===== config.mk =====
export PLATFORM = sky130hd
export DESIGN_NAME = btb_lerp_pipe
export DESIGN_NICKNAME = d
export VERILOG_FILES = /design/src/btb_lerp_pipe.sv
export SDC_FILE = /design/constraint.sdc
export NUM_CORES = 2
export LEC_CHECK = 0
export BUFFER_PORTS_ARGS = -buffer_cell sky130_fd_sc_hd__buf_2
export CORE_UTILIZATION = 30
export CTS_CLUSTER_SIZE = 12
export DETAILED_ROUTE_END_ITERATION = 10
export PLACE_DENSITY = 0.44
export SETUP_SLACK_MARGIN = 0.4
export SLEW_MARGIN = 20
export SYNTH_ARGS = -nofsm -noshare
export SYNTH_HDL_FRONTEND = slang
export SYNTH_SLANG_ARGS = --single-unit

===== constraint.sdc =====
create_clock -name clk_i -period 8.4 [get_ports clk_i]
set_clock_uncertainty 0.1 [all_clocks]
set_input_delay 0.42 -clock clk_i [delete_from_list [all_inputs] [get_ports clk_i]]
set_output_delay 0.42 -clock clk_i [all_outputs]
set_load 0.02 [all_outputs]

===== src/btb_lerp_pipe.sv =====
// Three-stage lane-parallel lerp: a + floor((b - a) * t / 2^WF).
module btb_lerp_pipe #(
  parameter int LANE_W = 16,
  parameter int LANES  = 3,
  parameter int WF     = 16
) (
  input  logic                      clk_i,
  input  logic                      en_i,
  input  logic [LANES*LANE_W-1:0]   a_i,
  input  logic [LANES*LANE_W-1:0]   b_i,
  input  logic [WF:0]               t_i,
  output logic [LANES*LANE_W-1:0]   res_o
);

  localparam int PW = LANE_W + WF + 3;

  logic [LANES*LANE_W-1:0] a1_q, b1_q, a2_q;
  logic [WF:0]             t1_q;
  logic signed [PW-1:0]    p2_q  [LANES];
  logic [LANE_W-1:0]       res_q [LANES];

  always_ff @(posedge clk_i) begin
    if (en_i) begin
      a1_q <= a_i;
      b1_q <= b_i;
      t1_q <= t_i;
      a2_q <= a1_q;
    end
  end

  for (genvar i = 0; i < LANES; i++) begin : g_lane
    localparam int SH = (LANES - 1 - i) * LANE_W;
    logic signed [LANE_W:0]  diff;
    logic signed [WF+1:0]    t_s;
    logic signed [PW-1:0]    p_d;
    logic signed [PW-1:0]    q_sh;

    assign diff = signed'({b1_q[SH+LANE_W-1], b1_q[SH+:LANE_W]}
                        - {a1_q[SH+LANE_W-1], a1_q[SH+:LANE_W]});
    assign t_s  = signed'({1'b0, t1_q});
    assign p_d  = diff * t_s;
    assign q_sh = p2_q[i] >>> WF;

    always_ff @(posedge clk_i) begin
      if (en_i) begin
        p2_q[i]  <= p_d;
        res_q[i] <= a2_q[SH+:LANE_W] + q_sh[LANE_W-1:0];
      end
    end

    assign res_o[SH+:LANE_W] = res_q[i];
  end

endmodule


==> qor.tcl <==
set qor(routed_wl_um) 101700
set qor(pin_count_of_the_biggest_net_entering_global_routing) 74
set qor(timing.final.ws_setup_ns) 0.2748
set qor(compound_cell_area_share_of_the_yosys_netlist_pct) 4.710
set qor(hold_crit_path_type) {input port to flop}
set qor(placeableCoreArea_um2) 128200
set qor(unrepaired_setup_endpoints_after_global_routing) {yes}
set qor(wl_met3_um) 3097
set qor(synth.cell_area_um2) 38970
set qor(final_hold_viol_count) 0
set qor(routed_wire_length_per_instance_um) 16.69
set qor(fin_worst_hold_slack_ns) 0.06663
set qor(area_growth_pct) 19.91
set qor(grt_antenna_before_repair) 2
set qor(clk_path_buf_depth) 3
set qor(period_needed_ns) 8.125
set qor(crit_path_end_kind) {flop}
set qor(drt.antenna.violating_nets) 0
set qor(sequential_fraction_of_the_synthesis_area_pct) 19.80
set qor(startpoint) {b1_q[33]}
set qor(cap_viol_max_count) 0
set qor(criticalPathCategory) {flop to flop}
set qor(critical_path.startpoint_type) {flop}
set qor(route.detailed.drc) 0
set qor(synth_top_family_by_area) {adder cells}
set qor(final.period_utilization_pct) 96.73
set qor(path_clk_slew_ns) 0.07
set qor(io_buffer_count) 162
set qor(postSynthNetCount) 5148
set qor(first_global_vias) 28880
set qor(syn_inst) 3947
set qor(n_antenna_cell) 0
set qor(firstDrtPassIters) 6
set qor(share_of_cell_area_taken_by_muxes_after_synthesis_pct) 0.05137
set qor(nFillCells) 13110
set qor(mostFrequentLayoutCell) {sky130_fd_sc_hd__inv_1}
set qor(grt_pass1_wl_um) 162900
set qor(top_signal_layer_used) {met4}
set qor(drt-met1-wl_um) 47700
set qor(detail_route.iter0.violations) 1027
set qor(final_nets) 5541
set qor(site_row_count) 131
set qor(timing.critical_path.arrival_ns) 8.35
set qor(cp_slowest_cell) {sky130_fd_sc_hd__fa_1}
set qor(clock-root-buffer) {sky130_fd_sc_hd__clkbuf_16}
set qor(total_met2_wirelength_after_detailed_routing_um) 48880
set qor(route.vias.total) 26840
set qor(ys_ff_latch) 257
set qor(critical_path.max_fanout) 7
set qor(ys_top_cells_by_area) {sky130_fd_sc_hd__fa_1 (35%), sky130_fd_sc_hd__edfxtp_1 (20%), sky130_fd_sc_hd__ha_1 (13%)}
set qor(top_level_port_count) 163
set qor(syn_avg_cell_area_um2) 9.874
set qor(cp_slowest_stage_delay_ns) 0.52
set qor(post_synth_num_cell_types) 67
set qor(worst-slew-pin-transition_ns) 0.9650
set qor(vias_per_cell) 4.405
set qor(report.final.slew_viol_count) 0
set qor(synthXorXnorAreaFrac_pct) 2.854
set qor(globalRoute.totalOverflow) 0
set qor(synthDominantAreaCellType) {sky130_fd_sc_hd__fa_1}
set qor(htreeDepth) 2
set qor(die-area_um2) 131300
set qor(die-height_um) 362.4
set qor(synth-simple-area-share_pct) 14.43
set qor(clock-sinks) 257
set qor(floorplan.die.width_um) 362.4
set qor(grt_util_all_layers_pct) 15.96
set qor(fmaxAchievable_mhz) 123.1
set qor(tritoncts) {yes}
set qor(worst_ep_required_time_ns) 8.63
set qor(ys.flop_type) {sky130_fd_sc_hd__edfxtp_1}
set qor(detailed_placement_wirelength_estimate_um) 77900
set qor(critical-path-top-cell-by-count) {sky130_fd_sc_hd__fa_1}
set qor(post_route_cells_drive_above_1_share_pct) 14.18
set qor(placement.setup.worst_slack_ns) -0.03467
set qor(synth_async_sr_flop_share_pct) 0
set qor(clk_latency_ns) 0.59
set qor(finalWeightedCongestion) 0.8018
set qor(synth_adder_area_share_pct) 47.87
set qor(synth-edff-count) 257
set qor(yosysWarnings) 0
set qor(final-setup-viol-count) 0
set qor(worst_r2r_startpoint) {b1_q[33]}
set qor(status) {completed}
set qor(slew-limit-headroom_pct) 35.67
set qor(hold_start) {t_i[13]}
set qor(floorplan.initialDensity_pct) 30.40
set qor(synth_top_area_share_pct) 34.67
set qor(layout.cells.most_common_list) {sky130_fd_sc_hd__inv_1 (909), sky130_fd_sc_hd__fa_1 (657), sky130_fd_sc_hd__nand2_1 (477), sky130_fd_sc_hd__ha_1 (396), sky130_fd_sc_hd__and2_1 (275)}
set qor(tritoncts.num_buffers) 36
[per-layer routing]
layer | global-route usage [%] | up-vias
met1 | 22.00 | 13560
li1 | - | 12800
met2 | 26.89 | 390
met4 | 3.433 | 0
met5 | 0 | -
met3 | 1.742 | 96
[worst paths after layout]
check	to	slack (ns)	cells past startpoint
hold reg to reg	a2_q[12]	0.34	0
hold / removal	t1_q[13]	0.07	1
setup reg to reg	p2_q[0][31]	0.27	30
setup / recovery	p2_q[0][31]	0.27	30
[state kept, by name, summed over array words and instances (netlist names)]
| signal | count |
|---|---|
| a1_q | 48 |
| a2_q | 48 |
| b1_q | 48 |
| p2_q | 48 |
| res_q | 48 |
| t1_q | 17 |
[metrics by stage]
| step | instance area [um2] | instances | setup TNS (ns) | utilization (%) |
|---|---|---|---|---|
| finish | 46730 | 6094 | 0 | 36.46 |
| global route | 46730 | 6094 | -0.07516 | 36.46 |
| CTS | 45890 | 6055 | 0 | 35.80 |
| detailed placement | 43020 | 5863 | -0.06948 | 33.56 |
| global placement | 43010 | 5863 | -0.04719 | 33.55 |
| floorplan | 39030 | 3947 | 0 | - |
[cell families after synthesis]
logic type / count (synthesis)
muxes: 2
xor gates and xnor gates: 123
buffers and inverters: 1067
AOI/OAI and AO/OA: 270
DFF: 257
and+or+nand+nor: 1142
adders and majority gates: 1086
[area by class of cell]
cell class	instances	area, um2	share of cell area [%]
well taps	1729	2163	4.629
inverters	929	3487	7.462
multi-input cells	2623	28170	60.28
repair buffers	493	4003	8.565
clock buffers	41	940.9	2.013
clock inverters	22	250.2	0.5355
flip-flops and latches	257	7717	16.51
[synth_stat cells, drive strengths merged, types with 3 or more instances]
cell,count
a211o,5
o2111ai,8
o21bai,5
o31ai,4
a21o,28
nand2,485
and4,3
ha,411
xor2,29
fa,675
o21a,22
nand3b,4
nor2b,120
o41ai,5
a41oi,6
nor3,39
o311ai,3
o31a,5
a2111o,3
clkbuf,136
xnor2,92
and3,6
a21boi,9
edfxtp,257
nor2,107
and2,285
nand2b,39
or3,10
nand4,5
a2bb2oi,3
inv,929
a211oi,9
or2,14
a31oi,6
o21ai,54
a21oi,75
nand3,18
o211ai,6
[worst max-delay path: cells and delay by family (launching register included)]
family | cells | cell delay [ns]
buffers and inverters | 4 | 0.18
and+or+nand+nor | 3 | 0.48
xor gates and xnor gates | 2 | 0.48
AOI/OAI and AO/OA | 13 | 2.82
DFF | 1 | 0.40
adders and majority gates | 8 | 3.40
[timing repair]
action	4_1_cts	5_1_grt
setup endpoints to repair	26	34
buffers inserted	17	38
resized for setup	89	122
pin swaps	72	90
hold buffers	112	0
hold endpoints to repair	112	0
Power is left out: the tool's default activity adds up to more than one toggle a clock period on the data nets, which glitch-free logic cannot reach.
